## src/sv/acfe_pkg.sv

```systemverilog
// Package for the air-conditioner IR frame encoder.
// Holds shared types, timing constants and the bit-reverse helper; no dependencies.
package acfe_pkg;

  localparam int unsigned NumBytes = 12;
  localparam int unsigned DurW     = 13;
  localparam int unsigned IdxW     = 7;

  typedef logic [NumBytes-1:0][7:0] frame_t;

  typedef enum logic {
    REQ_START = 1'b0,
    REQ_NEXT  = 1'b1
  } req_e;

  typedef enum logic {
    PROTO_SIX    = 1'b0,
    PROTO_TWELVE = 1'b1
  } proto_e;

  localparam logic [2:0] MODE_AUTO = 3'd0;
  localparam logic [2:0] MODE_COOL = 3'd1;
  localparam logic [2:0] MODE_DRY  = 3'd2;
  localparam logic [2:0] MODE_FAN  = 3'd3;
  localparam logic [2:0] MODE_HEAT = 3'd4;

  localparam logic [7:0] P0_ID_BYTE   = 8'hA1;
  localparam logic [7:0] P1_BASE_BYTE = 8'h18;
  localparam logic [7:0] P1_ID_BYTE   = 8'hA5;

  // Six-byte protocol timing
  localparam logic [DurW-1:0] P0_HDR_US  = 13'd4480;
  localparam logic [DurW-1:0] P0_MARK_US = 13'd560;
  localparam logic [DurW-1:0] P0_ZERO_US = 13'd560;
  localparam logic [DurW-1:0] P0_ONE_US  = 13'd1680;
  localparam logic [DurW-1:0] P0_GAP_US  = 13'd5600;
  localparam logic [IdxW-1:0] P0_HALF    = 7'd50;
  localparam logic [IdxW-1:0] P0_FOOT    = 7'd49;

  // Twelve-byte protocol timing
  localparam logic [DurW-1:0] P1_HDR_MARK_US  = 13'd6130;
  localparam logic [DurW-1:0] P1_HDR_SPACE_US = 13'd7360;
  localparam logic [DurW-1:0] P1_MARK_US      = 13'd550;
  localparam logic [DurW-1:0] P1_ZERO_US      = 13'd560;
  localparam logic [DurW-1:0] P1_ONE_US       = 13'd1650;
  localparam logic [DurW-1:0] P1_FOOT_MARK_US = 13'd545;
  localparam logic [DurW-1:0] P1_FOOT_US      = 13'd7380;
  localparam logic [IdxW-1:0] P1_LAST_BIT     = 7'd96;
  localparam logic [IdxW-1:0] P1_FOOT         = 7'd97;

  typedef struct packed {
    logic [DurW-1:0] mark;
    logic [DurW-1:0] space;
    logic            last;
  } pair_t;

  function automatic logic [7:0] rev8(input logic [7:0] x);
    logic [7:0] r;
    for (int i = 0; i < 8; i++) begin
      r[i] = x[7-i];
    end
    return r;
  endfunction

endpackage

```

## src/sv/acfe_frame_build.sv

```systemverilog
// Builds the frame bytes for either protocol from one set of settings.
// Depends on acfe_pkg.
module acfe_frame_build (
  input  logic            proto_i,
  input  logic            power_on_i,
  input  logic [2:0]      mode_i,
  input  logic [1:0]      fan_speed_i,
  input  logic [7:0]      temperature_c_i,
  input  logic            turbo_i,
  output acfe_pkg::frame_t frame_o
);
  import acfe_pkg::*;

  logic [2:0] code6;
  logic [2:0] code12;
  logic [7:0] t6;
  logic [7:0] t12;
  logic [7:0] b4_6;
  logic [7:0] b3_6;
  logic [7:0] sum6;
  logic [7:0] fmask;
  logic [7:0] b3_12;
  logic [7:0] b5_12;
  logic [7:0] b7_12;
  logic [7:0] b9_12;

  always_comb begin
    unique case (mode_i)
      MODE_AUTO: code6 = 3'd2;
      MODE_COOL: code6 = 3'd0;
      MODE_DRY:  code6 = 3'd1;
      MODE_FAN:  code6 = 3'd4;
      MODE_HEAT: code6 = 3'd3;
      default:   code6 = 3'd2;
    endcase
    code12 = (mode_i > MODE_HEAT) ? MODE_AUTO : mode_i;

    unique case (fan_speed_i)
      2'd1:    fmask = 8'h60;
      2'd2:    fmask = 8'h40;
      2'd3:    fmask = 8'h20;
      default: fmask = 8'h00;
    endcase
  end

  assign t6  = (temperature_c_i < 8'd17) ? 8'd17 :
               (temperature_c_i > 8'd30) ? 8'd30 : temperature_c_i;
  assign t12 = (temperature_c_i < 8'd16) ? 8'd16 :
               (temperature_c_i > 8'd31) ? 8'd31 : temperature_c_i;

  assign b4_6 = {power_on_i, 2'b00, fan_speed_i, code6};
  assign b3_6 = t6 - 8'd17;
  // bytes 5, 2 and 1 contribute a fixed 0x83 to the reversed sum
  assign sum6 = 8'h83 + rev8(b4_6) + rev8(b3_6);

  assign b3_12 = turbo_i ? 8'h08 : 8'h00;
  assign b5_12 = turbo_i ? 8'h0A : 8'h00;
  assign b7_12 = P1_BASE_BYTE | {6'd0, power_on_i, 1'b0} | fmask;
  assign b9_12 = {code12, 1'b0, 4'(t12 - 8'd16)};

  always_comb begin
    frame_o = '0;
    if (proto_i == PROTO_TWELVE) begin
      frame_o[3]  = b3_12;
      frame_o[5]  = b5_12;
      frame_o[7]  = b7_12;
      frame_o[9]  = b9_12;
      frame_o[10] = P1_ID_BYTE;
      frame_o[11] = b3_12 + b5_12 + b7_12 + b9_12 + P1_ID_BYTE;
    end else begin
      frame_o[5] = P0_ID_BYTE;
      frame_o[4] = b4_6;
      frame_o[3] = b3_6;
      frame_o[2] = 8'hFF;
      frame_o[1] = 8'hFF;
      frame_o[0] = rev8(8'h00 - sum6);
    end
  end

endmodule

```

## src/sv/acfe_pair_gen.sv

```systemverilog
// Maps a pair index of the stored frame to a mark/space pair.
// Depends on acfe_pkg.
module acfe_pair_gen (
  input  logic                        proto_i,
  input  logic [acfe_pkg::IdxW-1:0]   idx_i,
  input  acfe_pkg::frame_t            frame_i,
  output acfe_pkg::pair_t             pair_o
);
  import acfe_pkg::*;

  logic            inv;
  logic [IdxW-1:0] q;
  logic [IdxW-1:0] k6;
  logic [IdxW-1:0] k12;
  logic [3:0]      sel6;
  logic [3:0]      sel12;
  logic [7:0]      byte6;
  logic [7:0]      byte12;
  logic            bit6;
  logic            bit12;

  assign inv   = (idx_i >= P0_HALF);
  assign q     = inv ? (idx_i - P0_HALF) : idx_i;
  assign k6    = q - 7'd1;
  assign k12   = idx_i - 7'd1;
  assign sel6  = 4'd5 - {1'b0, k6[5:3]};
  assign sel12 = k12[6:3];
  assign byte6  = (sel6 < 4'(NumBytes)) ? frame_i[sel6] : 8'h00;
  assign byte12 = (sel12 < 4'(NumBytes)) ? frame_i[sel12] : 8'h00;
  assign bit6  = byte6[3'd7 - k6[2:0]] ^ inv;
  assign bit12 = byte12[k12[2:0]];

  always_comb begin
    pair_o = '0;
    if (proto_i == PROTO_SIX) begin
      if (q == '0) begin
        pair_o.mark  = P0_HDR_US;
        pair_o.space = P0_HDR_US;
      end else if (q >= P0_FOOT) begin
        pair_o.mark  = P0_MARK_US;
        pair_o.space = inv ? '0 : P0_GAP_US;
        pair_o.last  = inv;
      end else begin
        pair_o.mark  = P0_MARK_US;
        pair_o.space = bit6 ? P0_ONE_US : P0_ZERO_US;
      end
    end else begin
      if (idx_i == '0) begin
        pair_o.mark  = P1_HDR_MARK_US;
        pair_o.space = P1_HDR_SPACE_US;
      end else if (idx_i <= P1_LAST_BIT) begin
        pair_o.mark  = P1_MARK_US;
        pair_o.space = bit12 ? P1_ONE_US : P1_ZERO_US;
      end else if (idx_i == P1_FOOT) begin
        pair_o.mark  = P1_FOOT_MARK_US;
        pair_o.space = P1_FOOT_US;
      end else begin
        pair_o.mark  = P1_FOOT_MARK_US;
        pair_o.last  = 1'b1;
      end
    end
  end

endmodule

```

## src/sv/ac_ir_remote_frame_encoder_core.sv

```systemverilog
// Top level of the IR frame encoder: input register, frame state, result register.
// Depends on acfe_pkg, acfe_frame_build and acfe_pair_gen.
// Path: the input register takes the transfer, then the result register loads from it
// once the output can accept; the frame and pair logic between them is combinational.
// Throughput: one request per cycle while the output is not stalled.
// Reset: async active low; clears valids, frame state and the protocol register.
// Frame bytes are not reset; they are only read after a start request fills them.
module ac_ir_remote_frame_encoder_core (
  input  logic                        clk_i,
  input  logic                        rst_ni,
  input  logic                        cfg_we_i,
  input  logic                        cfg_wdata_i,
  input  logic                        in_valid_i,
  output logic                        in_ready_o,
  input  logic                        req_type_i,
  input  logic                        power_on_i,
  input  logic [2:0]                  mode_i,
  input  logic [1:0]                  fan_speed_i,
  input  logic [7:0]                  temperature_c_i,
  input  logic                        turbo_i,
  output logic                        out_valid_o,
  input  logic                        out_ready_i,
  output logic [acfe_pkg::DurW-1:0]   mark_us_o,
  output logic [acfe_pkg::DurW-1:0]   space_us_o,
  output logic                        last_o,
  output logic                        status_o
);
  import acfe_pkg::*;

  logic            ac_protocol_q;
  logic            s1_valid_q;
  logic            req_q;
  logic            power_q;
  logic [2:0]      mode_q;
  logic [1:0]      fan_q;
  logic [7:0]      temp_q;
  logic            turbo_q;

  frame_t          frame_q;
  frame_t          frame_d;
  logic            proto_q;
  logic            active_q;
  logic [IdxW-1:0] idx_q;

  logic            out_valid_q;
  pair_t           out_pair_q;
  logic            status_q;

  logic            adv;
  logic            is_start;
  logic            gen_proto;
  logic [IdxW-1:0] gen_idx;
  pair_t           pair;

  assign adv        = s1_valid_q && (!out_valid_q || out_ready_i);
  assign in_ready_o = !s1_valid_q || adv;
  assign is_start   = (req_q == REQ_START);
  assign gen_proto  = is_start ? ac_protocol_q : proto_q;
  assign gen_idx    = is_start ? '0 : idx_q;

  acfe_frame_build u_build (
    .proto_i         (ac_protocol_q),
    .power_on_i      (power_q),
    .mode_i          (mode_q),
    .fan_speed_i     (fan_q),
    .temperature_c_i (temp_q),
    .turbo_i         (turbo_q),
    .frame_o         (frame_d)
  );

  acfe_pair_gen u_pair (
    .proto_i (gen_proto),
    .idx_i   (gen_idx),
    .frame_i (frame_q),
    .pair_o  (pair)
  );

  always_ff @(posedge clk_i or negedge rst_ni) begin
    if (!rst_ni) begin
      ac_protocol_q <= PROTO_SIX;
    end else if (cfg_we_i) begin
      ac_protocol_q <= cfg_wdata_i;
    end
  end

  always_ff @(posedge clk_i or negedge rst_ni) begin
    if (!rst_ni) begin
      s1_valid_q <= 1'b0;
    end else if (in_ready_o) begin
      s1_valid_q <= in_valid_i;
    end
  end

  always_ff @(posedge clk_i) begin
    if (in_ready_o && in_valid_i) begin
      req_q   <= req_type_i;
      power_q <= power_on_i;
      mode_q  <= mode_i;
      fan_q   <= fan_speed_i;
      temp_q  <= temperature_c_i;
      turbo_q <= turbo_i;
    end
  end

  always_ff @(posedge clk_i) begin
    if (adv && is_start) begin
      frame_q <= frame_d;
    end
  end

  always_ff @(posedge clk_i or negedge rst_ni) begin
    if (!rst_ni) begin
      proto_q  <= PROTO_SIX;
      active_q <= 1'b0;
      idx_q    <= '0;
    end else if (adv) begin
      if (is_start) begin
        proto_q  <= ac_protocol_q;
        active_q <= 1'b1;
        idx_q    <= 7'd1;
      end else if (active_q) begin
        if (pair.last) begin
          active_q <= 1'b0;
          idx_q    <= '0;
        end else begin
          idx_q <= idx_q + 7'd1;
        end
      end
    end
  end

  always_ff @(posedge clk_i or negedge rst_ni) begin
    if (!rst_ni) begin
      out_valid_q <= 1'b0;
    end else if (adv) begin
      out_valid_q <= 1'b1;
    end else if (out_ready_i) begin
      out_valid_q <= 1'b0;
    end
  end

  always_ff @(posedge clk_i) begin
    if (adv) begin
      if (is_start || active_q) begin
        out_pair_q <= pair;
        status_q   <= 1'b0;
      end else begin
        out_pair_q <= '0;
        status_q   <= 1'b1;
      end
    end
  end

  assign out_valid_o = out_valid_q;
  assign mark_us_o   = out_pair_q.mark;
  assign space_us_o  = out_pair_q.space;
  assign last_o      = out_pair_q.last;
  assign status_o    = status_q;

endmodule

```

## config.mk

```make
export PLATFORM = sky130hd
export DESIGN_NAME = ac_ir_remote_frame_encoder_core
export DESIGN_NICKNAME = d
export VERILOG_FILES = /design/src/sv/acfe_pkg.sv /design/src/sv/acfe_frame_build.sv /design/src/sv/acfe_pair_gen.sv /design/src/sv/ac_ir_remote_frame_encoder_core.sv
export SDC_FILE = /design/constraint.sdc
export NUM_CORES = 1
export LEC_CHECK = 0
export BUFFER_PORTS_ARGS = -buffer_cell sky130_fd_sc_hd__buf_2
export CELL_PAD_IN_SITES_DETAIL_PLACEMENT = 0
export CELL_PAD_IN_SITES_GLOBAL_PLACEMENT = 1
export CORE_ASPECT_RATIO = 1.25
export CORE_UTILIZATION = 51
export CTS_CLUSTER_DIAMETER = 200
export DETAILED_ROUTE_END_ITERATION = 16
export GPL_TIMING_DRIVEN = 0
export HOLD_SLACK_MARGIN = 0.1
export PLACE_DENSITY = 0.85
export SYNTH_ARGS = -nofsm -noshare
export SYNTH_HDL_FRONTEND = slang
export SYNTH_SLANG_ARGS = --single-unit
```

## constraint.sdc

```tcl
create_clock -name clk_i -period 15.7 [get_ports clk_i]
set_clock_uncertainty 0.1 [all_clocks]
set_input_delay 3.14 -clock clk_i [delete_from_list [all_inputs] [get_ports clk_i]]
set_output_delay 3.14 -clock clk_i [all_outputs]
set_load 0.05 [all_outputs]
```

# After elaboration in Yosys (flattened, before gate mapping)
# Index checks and enable logic that the tools add are counted.
[op_classes] n_addsub=15 magnitude_cmp=14 n_eq_ne=9 mux=48 bitwise=3 reduce_logical=12
[ops] operator="binary-select mux 8 bit (select 4 bit)" count=2
[ops] operator="2-to-1 mux 8 bit" count=7
[ops] operator="2-to-1 mux 26 bit" count=2
[ops] operator="2-to-1 mux 13 bit" count=3
[ops] operator="2-to-1 mux 7 bit" count=5
[ops] operator="adder 8 bit" count=4
[ops] operator="2-to-1 mux 16 bit" count=2
[ops] operator="2-to-1 mux 27 bit" count=1
[ops] operator="2-to-1 mux 24 bit" count=1
[ops] operator="2-to-1 mux 11 bit" count=2
[ops] operator="case mux 7 bit (3 select lines)" count=1
[ops] operator="> comparator 8 x 5 -> 1 bit, second input constant" count=2
[ops] operator="< comparator 8 x 5 -> 1 bit, second input constant" count=2
[ops] operator="2-to-1 mux 4 bit" count=4
[ops] operator="greater-or-equal comparator 7 x 6 -> 1 bit, second input constant" count=2
[ops] operator="logical NOT 7 bit" count=2
[ops] operator="2-to-1 mux 1 bit" count=14
[ops] operator="case mux 3 bit (4 select lines)" count=1
[ops] operator="< comparator 4 x 5 -> 1 bit, second input constant" count=2
[ops] operator="adder 8 bit, first input constant" count=1
[ops] operator="adder 8 bit, second input constant" count=1
[ops] operator="< comparator 3 x 4 -> 1 bit, second input constant" count=2
[ops] operator="< comparator 4 bit, second input constant" count=2
[ops] operator="subtractor 1 x 8 -> 8 bit, first input constant" count=1
[ops] operator="other kinds (27)" count=35
[totals] register_bits=136 inputBits=22 out_inout_bits=30 word_cells=129

# Logic depth before layout (Yosys ltp)
# Gate-level depths: netlist of the first run.
[logic_depth] ltp_word=18 mapped_depth=23

# Cells and area by module
# Synthesis of the first run repeated with hierarchy kept, for this count alone.
[unflattened] hier_cells=755 area_unflattened_um2=8977.4
[by_module_without_submodules] mod="ac_ir_remote_frame_encoder_core" n_inst=1 cells_per_inst=241 area_each_um2=5076.1
[by_module_without_submodules] mod="acfe_pair_gen" n_inst=1 cells_per_inst=310 area_each_um2=2514.9
[by_module_without_submodules] mod="acfe_frame_build" n_inst=1 cells_per_inst=204 area_each_um2=1386.3

# Least setup slack after synthesis of the first run
# Ideal clock, no wire load.
[synth_timing] path_type="in2out" startpoint="input port out_ready_i" endpoint="output port in_ready_o" arrival_time_ns=3.623 required_ns=12.460 slack_ns=8.837 stages=1 n_path_buf=0 cell_sequence="nand3b_1"
[synth_via] elab_chain_cells=3
[synth_rtl] item="from (decl)" line_no="ac_ir_remote_frame_encoder_core.sv:22" rtl="input logic out_ready_i,"
[synth_rtl] item="logical OR 1 bit" line_no="ac_ir_remote_frame_encoder_core.sv:55" rtl="assign adv = s1_valid_q && (!out_valid_q || out_ready_i);"
[synth_rtl] item="logical AND 1 bit" line_no="ac_ir_remote_frame_encoder_core.sv:55"
[synth_rtl] item="logical OR 1 bit" line_no="ac_ir_remote_frame_encoder_core.sv:56" rtl="assign in_ready_o = !s1_valid_q || adv;"
[synth_rtl] item="to (decl)" line_no="ac_ir_remote_frame_encoder_core.sv:14" rtl="output logic in_ready_o,"
# No other way between the ends.

# Final worst setup path of the first run
[layout_timing] startpoint="register req_q" endpoint="register idx_q[2]"
[layout_via] elab_chain_cells=10 elab_cells_between_ends=21 cone_classes="add/sub: 1; order compare: 3; eq/ne: 2; mux: 12; reduce/logical: 3"
[layout_rtl] item="from (decl)" line_no="ac_ir_remote_frame_encoder_core.sv:32" rtl="logic req_q;"
[layout_rtl] item="from (signal assigned)" line_no="ac_ir_remote_frame_encoder_core.sv:96" rtl="req_q <= req_type_i;"
[layout_rtl] item="2-to-1 mux 7 bit" line_no="ac_ir_remote_frame_encoder_core.sv:59" rtl="assign gen_idx = is_start ? '0 : idx_q;"
[layout_rtl] item="subtractor 7 x 6 -> 7 bit / greater-or-equal comparator 7 x 6 -> 1 bit (equally long branches)" line_no="acfe_pair_gen.sv:23, acfe_pair_gen.sv:22"
[layout_rtl] item="2-to-1 mux 7 bit" line_no="acfe_pair_gen.sv:23" rtl="assign q = inv ? (idx_i - P0_HALF) : idx_i;"
[layout_rtl] item="greater-or-equal comparator 7 x 6 -> 1 bit" line_no="acfe_pair_gen.sv:39" rtl="end else if (q >= P0_FOOT) begin"
[layout_rtl] item="2-to-1 mux 1 bit" line_no="acfe_pair_gen.sv:39"
[layout_rtl] item="2-to-1 mux 1 bit" line_no="acfe_pair_gen.sv:36" rtl="if (q == '0) begin"
[layout_rtl] item="2-to-1 mux 27 bit" line_no="acfe_pair_gen.sv:35" rtl="if (proto_i == PROTO_SIX) begin"
[layout_rtl] item="2-to-1 mux 7 bit" line_no="ac_ir_remote_frame_encoder_core.sv:122" rtl="if (pair.last) begin"
[layout_rtl] item="2-to-1 mux 7 bit" line_no="ac_ir_remote_frame_encoder_core.sv:121" rtl="end else if (active_q) begin"
[layout_rtl] item="2-to-1 mux 7 bit" line_no="ac_ir_remote_frame_encoder_core.sv:117" rtl="if (is_start) begin"
[layout_rtl] item="to (signal assigned)" line_no="ac_ir_remote_frame_encoder_core.sv:126" rtl="idx_q <= idx_q + 7'd1;"
[layout_rtl] item="to (decl)" line_no="ac_ir_remote_frame_encoder_core.sv:43" rtl="logic [IdxW-1:0] idx_q;"
# Parallel ways exist; a longest one is shown, timed or not. The select of a mux whose other input is x is not followed.
# A chain may end at the register's enable or synchronous reset.

==> results of run 1 <==
## worst min-delay path by stage
stage / start / to / slack, ns / depth (start not counted)
floorplan: proto_q / proto_q / 0.35 / 2
global placement: proto_q / proto_q / 0.37 / 2
detailed placement: s1_valid_q / out_valid_o / 0.38 / 1
CTS: proto_q / proto_q / 0.40 / 2
global route: s1_valid_q / out_valid_o / 0.44 / 1
finish: proto_q / proto_q / 0.41 / 2
## layout make-up
| cell class | count | share of cell area (%) |
|---|---|---|
| multi-input combinational | 459 | 45.2 |
| sequential | 93 | 39.4 |
| timing repair buffer | 48 | 3.68 |
| clock buffer | 9 | 3.25 |
| tap | 161 | 2.90 |
| buffer | 33 | 2.45 |
| inverter | 36 | 1.95 |
| clock inverter | 7 | 1.17 |
## per-stage QoR
step	instance area, um^2	setup WS [ns]	power, W	utilization (%)	hold WS, ns
floorplan	6170	8.84	0.000610	-	0.350
global placement	6600	8.83	0.000692	56.6	0.369
detailed placement	6630	8.82	0.000696	56.8	0.385
CTS	6940	8.81	0.000920	59.4	0.403
global route	6940	8.24	0.000970	59.4	0.438
finish	6940	8.68	0.000923	59.4	0.406
## flip-flops by register name, summed over array words and instances, names as in the netlist, 2 cells and up
signal and cells:
fan_q 2, frame_q 45, idx_q 7, mark_us_o 7, mode_q 3, space_us_o 11, temp_q 8
## Yosys cell counts (all sizes together), types with 4 or more instances
cell type   n
o31ai       6
or2         6
and2       13
xnor2      17
o21ai      36
edfxtp     81
o311ai      7
clkbuf     15
nand2      54
o22ai       7
nand3       9
a21oi      39
nor3       15
a21o        5
nor2       66
nor4        4
and3        8
mux2i      13
buf        18
o21a       10
xor2        5
nor2b       9
ha         29
inv        35
a31oi      10
o211ai      4
nand2b     15
a221oi      5
dfrtp      12
a211oi      5
## cell usage in the layout, fill, tap and decap left out, drive strengths merged, types with 10 or more instances in the layout
cell,synthesis,final
edfxtp,81,81
nor2,66,66
buf,18,66
nand2,54,54
a21oi,39,39
inv,35,38
o21ai,36,36
ha,29,29
clkbuf,15,24
xnor2,17,17
nand2b,15,15
nor3,15,15
and2,13,13
mux2i,13,13
dfrtp,12,12
o21a,10,10
a31oi,10,10
## cells by family (layout without fill, tap and decap cells)
logic type | after synthesis | count (layout)
buf+inv | 69 | 133
mux | 17 | 17
compound gates | 166 | 166
fa+ha+maj | 31 | 31
xor+xnor | 22 | 22
flops | 93 | 93
other cells | 1 | 8
simple gates | 215 | 215
## power by group
part	switching [W]	internal (W)	leakage [nW]	total, W
clock network	0.0000991	0.000126	0.146	0.000225
logic	0.000244	0.000137	1.68	0.000382
registers	0.0000145	0.000301	0.920	0.000316
## worst reg2reg max path: stages (launching register included)
cell      delay [ns]
edfxtp_1        0.45
buf_4           0.23
clkbuf_1        0.38
clkbuf_1        0.42
buf_1           0.46
nand2_1         0.33
ha_1            0.37
and2b_4         0.23
a31oi_4         0.23
nand2_1         0.23
xnor2_1         0.33
ha_1            0.30
nor2b_1         0.32
nand3_1         0.30
nor3_1          0.80
nor3_1          0.10
a32oi_1         0.66
nand2_1         0.29
o21ai_0         0.26
nand2_1         0.07
o21ai_0         0.09
## layer usage
| layer | track usage (%) | up-vias | wire, um |
|---|---|---|---|
| li1 | - | 2374 | - |
| met1 | 27.0 | 2306 | 5790 |
| met2 | 45.5 | 171 | 7870 |
| met3 | 4.71 | 54 | 553 |
| met4 | 16.0 | 0 | 845 |
| met5 | 0 | - | 0 |
==> summary.txt, run 1 <==
Outcome
  – Run status: completed

Layout
  – Filler cell count in the final layout: 1048
  – Layout cells sized above 1: 16.9%
  – Reg area: 2730 um^2
  – Area grow syn2layout: 13.0%
  – Count of non-filler cells in the finished layout: 846
  – Number of inserted diodes: 0
  – Multi-input gate area: 3140 um^2
  – Number of nets in the final layout: 733

Synth
  – Register bit count reported by yosys: 93
  – Mean instance size in the synthesized netlist: 10.0 um^2
  – Multiplexer area fraction after synthesis: 3.24%
  – Dominant combinational cell family by area after synthesis: compound AO/OA/AOI/OAI gates
  – Synth Warn #: 0
  – Top cell type by total area after synthesis: edfxtp_1
  – Area fraction of the dominant cell type after synthesis: 39.6%
  – Gate count of the mapped netlist: 614
  – Share of flip-flops with an asynchronous set or reset after synthesis: 12.9%
  – Ranking of synthesized cells by area: edfxtp_1, ha_1, dfrtp_1, nor2_1, nand2_1
  – Complex-gate fraction of the synthesized area: 20.0%
  – Number of distinct standard cells referenced by the synthesized netlist: 85
  – Adder-cell share of the synthesized area: 6.56%
  – Top FF cell, synth: edfxtp_1
  – Xor/xnor share of the synthesized area: 3.69%
  – Post-synthesis share of cell area spent on and, or, nand and nor gates: 16.9%
  – Area of the mapped netlist: 6140 um^2
  – Seq/Total Area, Yosys: 44.5%
  – Number of enable flip-flop cells after synthesis: 81

Setup path
  – Critical Path, Cell by Cell: buf_4 > clkbuf_1 > clkbuf_1 > buf_1 > nand2_1 > ha_1 > and2b_4 > a31oi_4 > nand2_1 > xnor2_1 > ha_1 > nor2b_1 > nand3_1 > nor3_1 > nor3_1 > a32oi_1 > nand2_1 > o21ai_0 > nand2_1 > o21ai_0
  – Critical Path Source Type: register
  – Worst Setup EP: idx_q[2]
  – Max stage delay cell, worst path: nor3_1
  – Endpoint class of the critical path: register
  – Most prevalent standard cell on the critical path: nand2_1
  – Data arrival time of the critical path: 7.18 ns
  – Required time of the critical path: 15.86 ns
  – R2R Setup Slk: 8.68 ns
  – Class of the most critical setup path: register to register
  – Peak per-stage delay on the critical path: 0.80 ns
  – Reg2Reg Launch Point: req_q
  – Worst R2R End: idx_q[2]
  – Cell count of the worst reg-to-reg path: 20
  – Critical path fanouts, max: 10
  – Cell type group with the largest total delay on the critical path: simple AND/OR/NAND/NOR gates
  – Number of buffer and inverter stages on the critical path: 4
  – Critical path depth: 20
  – Launching element of the worst setup path: req_q

Clock network
  – Clock tree from TritonCTS: built
  – Resized cells post-CTS: 0
  – Setup bufs post-CTS: 0
  – Sinks on Clock Net: 93
  – Clock-pin transition on the worst setup and hold timing paths: 0.07 ns
  – Clock tree buffer depth: 2
  – Clock root buffer master: clkbuf_16
  – Number of CTS-inserted buffers: 9
  – Clock insertion delay at the later pin of the skew report: 0.34 ns
  – Number of H-tree branching levels: 3
  – CTS Hold Buffers Added: 0

GRT
  – Total global routing overflow: 0
  – Maximum number of pins on one net before global-route repair: 37
  – Global-route wire length before repair: 24200 um
  – Antenna violations before repair: 0
  – Vias in the first global route: 4898
  – Total global-route track usage: 25.5%

STA
  – F_max: 0.142 GHz
  – Min Clock Period, post-route: 7.02 ns
  – Sum Neg Setup Slack: 0 ns
  – Worst relative slew slack: 41.6%
  – Worst Tran Pin Value: 0.870 ns
  – Setup repair after global routing missed its margin: no
  – Final cycle utilization of the critical path: 44.7%
  – Count of pins over their slew limit: 0
  – Number of setup violations in the final report: 0
  – Count of endpoints failing hold in the final timing report: 0

Run
  – Max Cap Viol: 0

Routing
  – Total wire length after detailed routing: 15100 um
  – DRC: 0
  – Vias per std cell: 5.80
  – Antenna-violating nets left: 0
  – Via count: 4905
  – Routed length per instance: 17.8 um
  – Router iterations before antenna repair: 5
  – DR iter-0 viols: 289

Place
  – Post-DP HPWL: 11800 um
  – Routability congestion estimate from global placement: 0.902
  – Number of cells in the design after placement: 830
  – Buffers on Ports: 47

Floorplan
  – Standard-cell row count: 44
  – Core Area: 11700 um^2
  – Die extent in x: 100 um
  – Die ar.: 12500 um^2
  – Effective utilization at floorplan: 52.6%
  – Boundary pin count: 52
  – Die span in y: 125 um

Power
  – Pwr Density: 133 nW/um^2
  – Max VDD drop: 0.0685 mV
  – Leakage power figure: 2.75 nW

Hold path
  – Worst min-delay path category: register to register
(Power assumes the default switching activity.)
==> run 2: changes to the inputs <==
--- a/config.mk
+++ b/config.mk
@@ -5,16 +5,17 @@
 export SDC_FILE = /design/constraint.sdc
 export NUM_CORES = 1
 export LEC_CHECK = 0
+export ABC_AREA = 1
 export BUFFER_PORTS_ARGS = -buffer_cell sky130_fd_sc_hd__buf_2
 export CELL_PAD_IN_SITES_DETAIL_PLACEMENT = 0
 export CELL_PAD_IN_SITES_GLOBAL_PLACEMENT = 1
 export CORE_ASPECT_RATIO = 1.25
-export CORE_UTILIZATION = 51
+export CORE_UTILIZATION = 46
 export CTS_CLUSTER_DIAMETER = 200
 export DETAILED_ROUTE_END_ITERATION = 16
 export GPL_TIMING_DRIVEN = 0
 export HOLD_SLACK_MARGIN = 0.1
-export PLACE_DENSITY = 0.85
+export PLACE_DENSITY = 0.8
 export SYNTH_ARGS = -nofsm -noshare
 export SYNTH_HDL_FRONTEND = slang
 export SYNTH_SLANG_ARGS = --single-unit
==> constraint.sdc (replaced) <==
create_clock -name clk_i -period 6.8 [get_ports clk_i]
set_clock_uncertainty 0.1 [all_clocks]
set_input_delay 1.36 -clock clk_i [delete_from_list [all_inputs] [get_ports clk_i]]
set_output_delay 1.36 -clock clk_i [all_outputs]
set_load 0.05 [all_outputs]
==> summary.txt, run 2 <==
Place
  – Place WS: 2.58 ns (-6.24 ns)
  – Post-detailed-placement cell area: 6690 um^2 (+0.89%)
  – Buffers on Ports: 47 (unchanged)
  – Post-DP HPWL: 11900 um (+0.74%)
  – Routability congestion estimate from global placement: 0.989 (+9.7%)

Setup path
  – Critical path fanouts, max: 10 (unchanged)
  – Max stage delay cell, worst path: edfxtp_1
  – Class of the most critical setup path: register to register
  – Endpoint class of the critical path: register
  – Peak per-stage delay on the critical path: 0.48 ns (-0.32 ns)
  – Required time of the critical path: 6.82 ns (-9.04 ns)
  – Most prevalent standard cell on the critical path: nand2_1
  – Data arrival time of the critical path: 4.23 ns (-2.95 ns)
  – Critical Path Source Type: register

GRT
  – Met2 track demand over resource: 40.8% (-4.7 points)
  – GRT busiest layer: met2
  – Maximum number of pins on one net before global-route repair: 39 (+5.4%)
  – Total global routing overflow: 0 (unchanged)
  – Global-route wire length before repair: 24200 um (unchanged)
  – Vias in the first global route: 5052 (+3.1%)
  – Met1 track demand over resource: 24.9% (-2.2 points)
  – Antenna violations before repair: 0 (unchanged)
  – Total global-route track usage: 22.3% (-3.2 points)
  – Routing usage on met3: 3.27% (-1.4 points)

Clock network
  – Number of CTS-inserted buffers: 9 (unchanged)
  – Clock-pin transition on the worst setup and hold timing paths: 0.07 ns (about the same)
  – Sinks on Clock Net: 93 (unchanged)
  – CTS Hold Buffers Added: 0 (unchanged)
  – Number of H-tree branching levels: 3 (unchanged)
  – Clock tree from TritonCTS: built
  – Clock root buffer master: clkbuf_16
  – Resized cells post-CTS: 0 (unchanged)
  – Clock tree buffer depth: 2 (unchanged)
  – Clock insertion delay at the later pin of the skew report: 0.35 ns (about the same)
  – Setup bufs post-CTS: 0 (unchanged)

Floorplan
  – Die ar.: 13900 um^2 (+11%)
  – Effective utilization at floorplan: 47.0% (-5.6 points)
  – Die span in y: 132 um (+5.6%)
  – Die extent in x: 106 um (+5.6%)
  – Core Area: 13200 um^2 (+13%)
  – Boundary pin count: 52 (unchanged)
  – Standard-cell row count: 47 (+6.8%)

Synth
  – Top cell type by total area after synthesis: edfxtp_1
  – Number of distinct standard cells referenced by the synthesized netlist: 48 (-44%)
  – Seq/Total Area, Yosys: 44.2% (-0.33 points)
  – Register bit count reported by yosys: 93 (unchanged)
  – Share of flip-flops with an asynchronous set or reset after synthesis: 12.9% (unchanged)
  – Number of enable flip-flop cells after synthesis: 81 (unchanged)
  – Mean instance size in the synthesized netlist: 8.25 um^2 (-18%)
  – Gate count of the mapped netlist: 750 (+22%)
  – Area of the mapped netlist: 6190 um^2 (+0.75%)
  – Synth Warn #: 0 (unchanged)
  – Area fraction of the dominant cell type after synthesis: 39.3% (-0.30 points)
  – Ranking of synthesized cells by area: edfxtp_1, nand2_1, inv_1, ha_1, dfrtp_1
  – Most frequent cell after synthesis: nand2_1
  – Most used standard cells in the synthesized netlist: nand2_1, inv_1, edfxtp_1, nor2_1, nand3_1
  – Top FF cell, synth: edfxtp_1

Power
  – Pwr Density: 353 nW/um^2 (+170%)
  – Leakage power figure: 3.29 nW (+20%)
  – Total Power: 0.00246 W (+170%)
  – Max VDD drop: 0.180 mV (+160%)

Layout
  – Largest register FFs: 45 (unchanged)
  – Number of nets in the final layout: 869 (+19%)
  – Number of inserted diodes: 0 (unchanged)
  – Register ranked first by flip-flop count: frame_q
  – Commonest non-fill, non-tap cells in the layout: nand2_1, inv_1, edfxtp_1, nor2_1, nand3_1
  – Fin area: 6980 um^2 (+0.65%)
  – Layout cells sized above 1: 16.4% (-0.49 points)
  – Most common cell after layout, fill and taps aside: nand2_1
  – Filler cell count in the final layout: 1259 (+20%)
  – Area grow syn2layout: 12.9%

Routing
  – Vias per std cell: 5.16 (-11%)
  – Routed length per instance: 14.7 um (-17%)
  – DR iter-0 viols: 337 (+17%)
  – Total wire length after detailed routing: 14600 um (-3.1%)
  – Router iterations before antenna repair: 5 (unchanged)
  – Antenna-violating nets left: 0 (unchanged)
  – Via count: 5119 (+4.4%)
  – DRC: 0 (unchanged)

STA
  – Setup repair after global routing missed its margin: no
  – Worst relative slew slack: 50.8% (+9.3 points)
  – Number of setup violations in the final report: 0 (unchanged)
  – Count of endpoints failing hold in the final timing report: 0 (unchanged)
  – Worst Tran Pin Value: 0.737 ns (-0.133 ns)
  – Worst path setup slack after routing: 2.59 ns (-6.08 ns)
  – Final cycle utilization of the critical path: 61.9% (+17 points)
  – Sum Neg Setup Slack: 0 ns (unchanged)
  – Count of pins over their slew limit: 0 (unchanged)
  – Min Clock Period, post-route: 4.21 ns (-2.82 ns)
  – F_max: 0.238 GHz (+67%)

Hold path
  – Worst min-delay path category: register to register

Outcome
  – Run status: completed

Run
  – Max Cap Viol: 0 (unchanged)
==> run 2: cell count changes after synthesis, sizes merged, moves of 10 or more <==
cell | before | now
nand2b | 15 | 0
nand3 | 9 | 64
nand2 | 54 | 186
clkbuf | 15 | 5
mux2i | 13 | 0
xnor2 | 17 | 2
and2 | 13 | 0
inv | 35 | 109
o21ai | 36 | 53
nor2 | 66 | 86
==> run 2: power breakdown <==
group          internal (W)  leakage, nW  switching (W)
combinational      0.000366         2.22       0.000843
clock              0.000257        0.145       0.000228
sequential         0.000725        0.923      0.0000417
==> run 2: path summary, 6_finish.rpt <==
kind                       startpoint            end  slack [ns]  cells after the start
max                             req_q  space_us_o[7]        2.59                     28
min reg2reg                   proto_q        proto_q        0.42                      2
min                           proto_q        proto_q        0.42                      2
min in group asynchronous      rst_ni        proto_q        0.77                      1
max reg2reg                     req_q  space_us_o[7]        2.59                     28
max in group asynchronous      rst_ni  ac_protocol_q        5.60                      1
==> run 2: final cells by class <==
| class | count | area (um^2) | area share [%] |
|---|---|---|---|
| clock inverter | 7 | 67.6 | 0.968 |
| inverter | 111 | 417 | 5.97 |
| sequential | 93 | 2730 | 39.1 |
| clock buffer | 9 | 225 | 3.23 |
| timing repair buffer | 48 | 255 | 3.66 |
| buffer | 24 | 158 | 2.26 |
| tap | 171 | 214 | 3.06 |
| multi-input combinational | 529 | 2910 | 41.7 |
==> run 2: cells by family (layout without fill, tap and decap cells) <==
logic type	after synthesis	after routing	synth area share [%]
fa+ha+maj	31	31	6.51
compound gates	117	117	10.9
xor+xnor	16	16	2.57
simple gates	357	357	26.5
buf+inv	135	199	9.28
flops	93	93	44.2
other cells	1	8	0.0606
==> run 2: critical path: cells and delay by family (launching register included) <==
kind                       cells  cell delay [ns]
and+or+nand+nor               20             1.95
AOI/OAI and AO/OA              1             0.19
DFF                            1             0.48
adders and majority gates      3             0.72
buffers and inverters          4             0.52
==> run 2: per-stage QoR <==
stage	hold slack, ns	util [%]	cells
after floorplan	0.346	-	757
after global placement	0.366	50.6	975
after detailed placement	0.398	50.8	976
after CTS	0.428	53.0	992
after global routing	0.456	53.0	992
final	0.422	53.0	992
==> run 2: layer usage <==
metal  part of all wire [%]  routed length (um)
met1                     41                5930
met2                     52                7620
met3                    3.2                 461
met4                    4.0                 586
met5                      0                   0
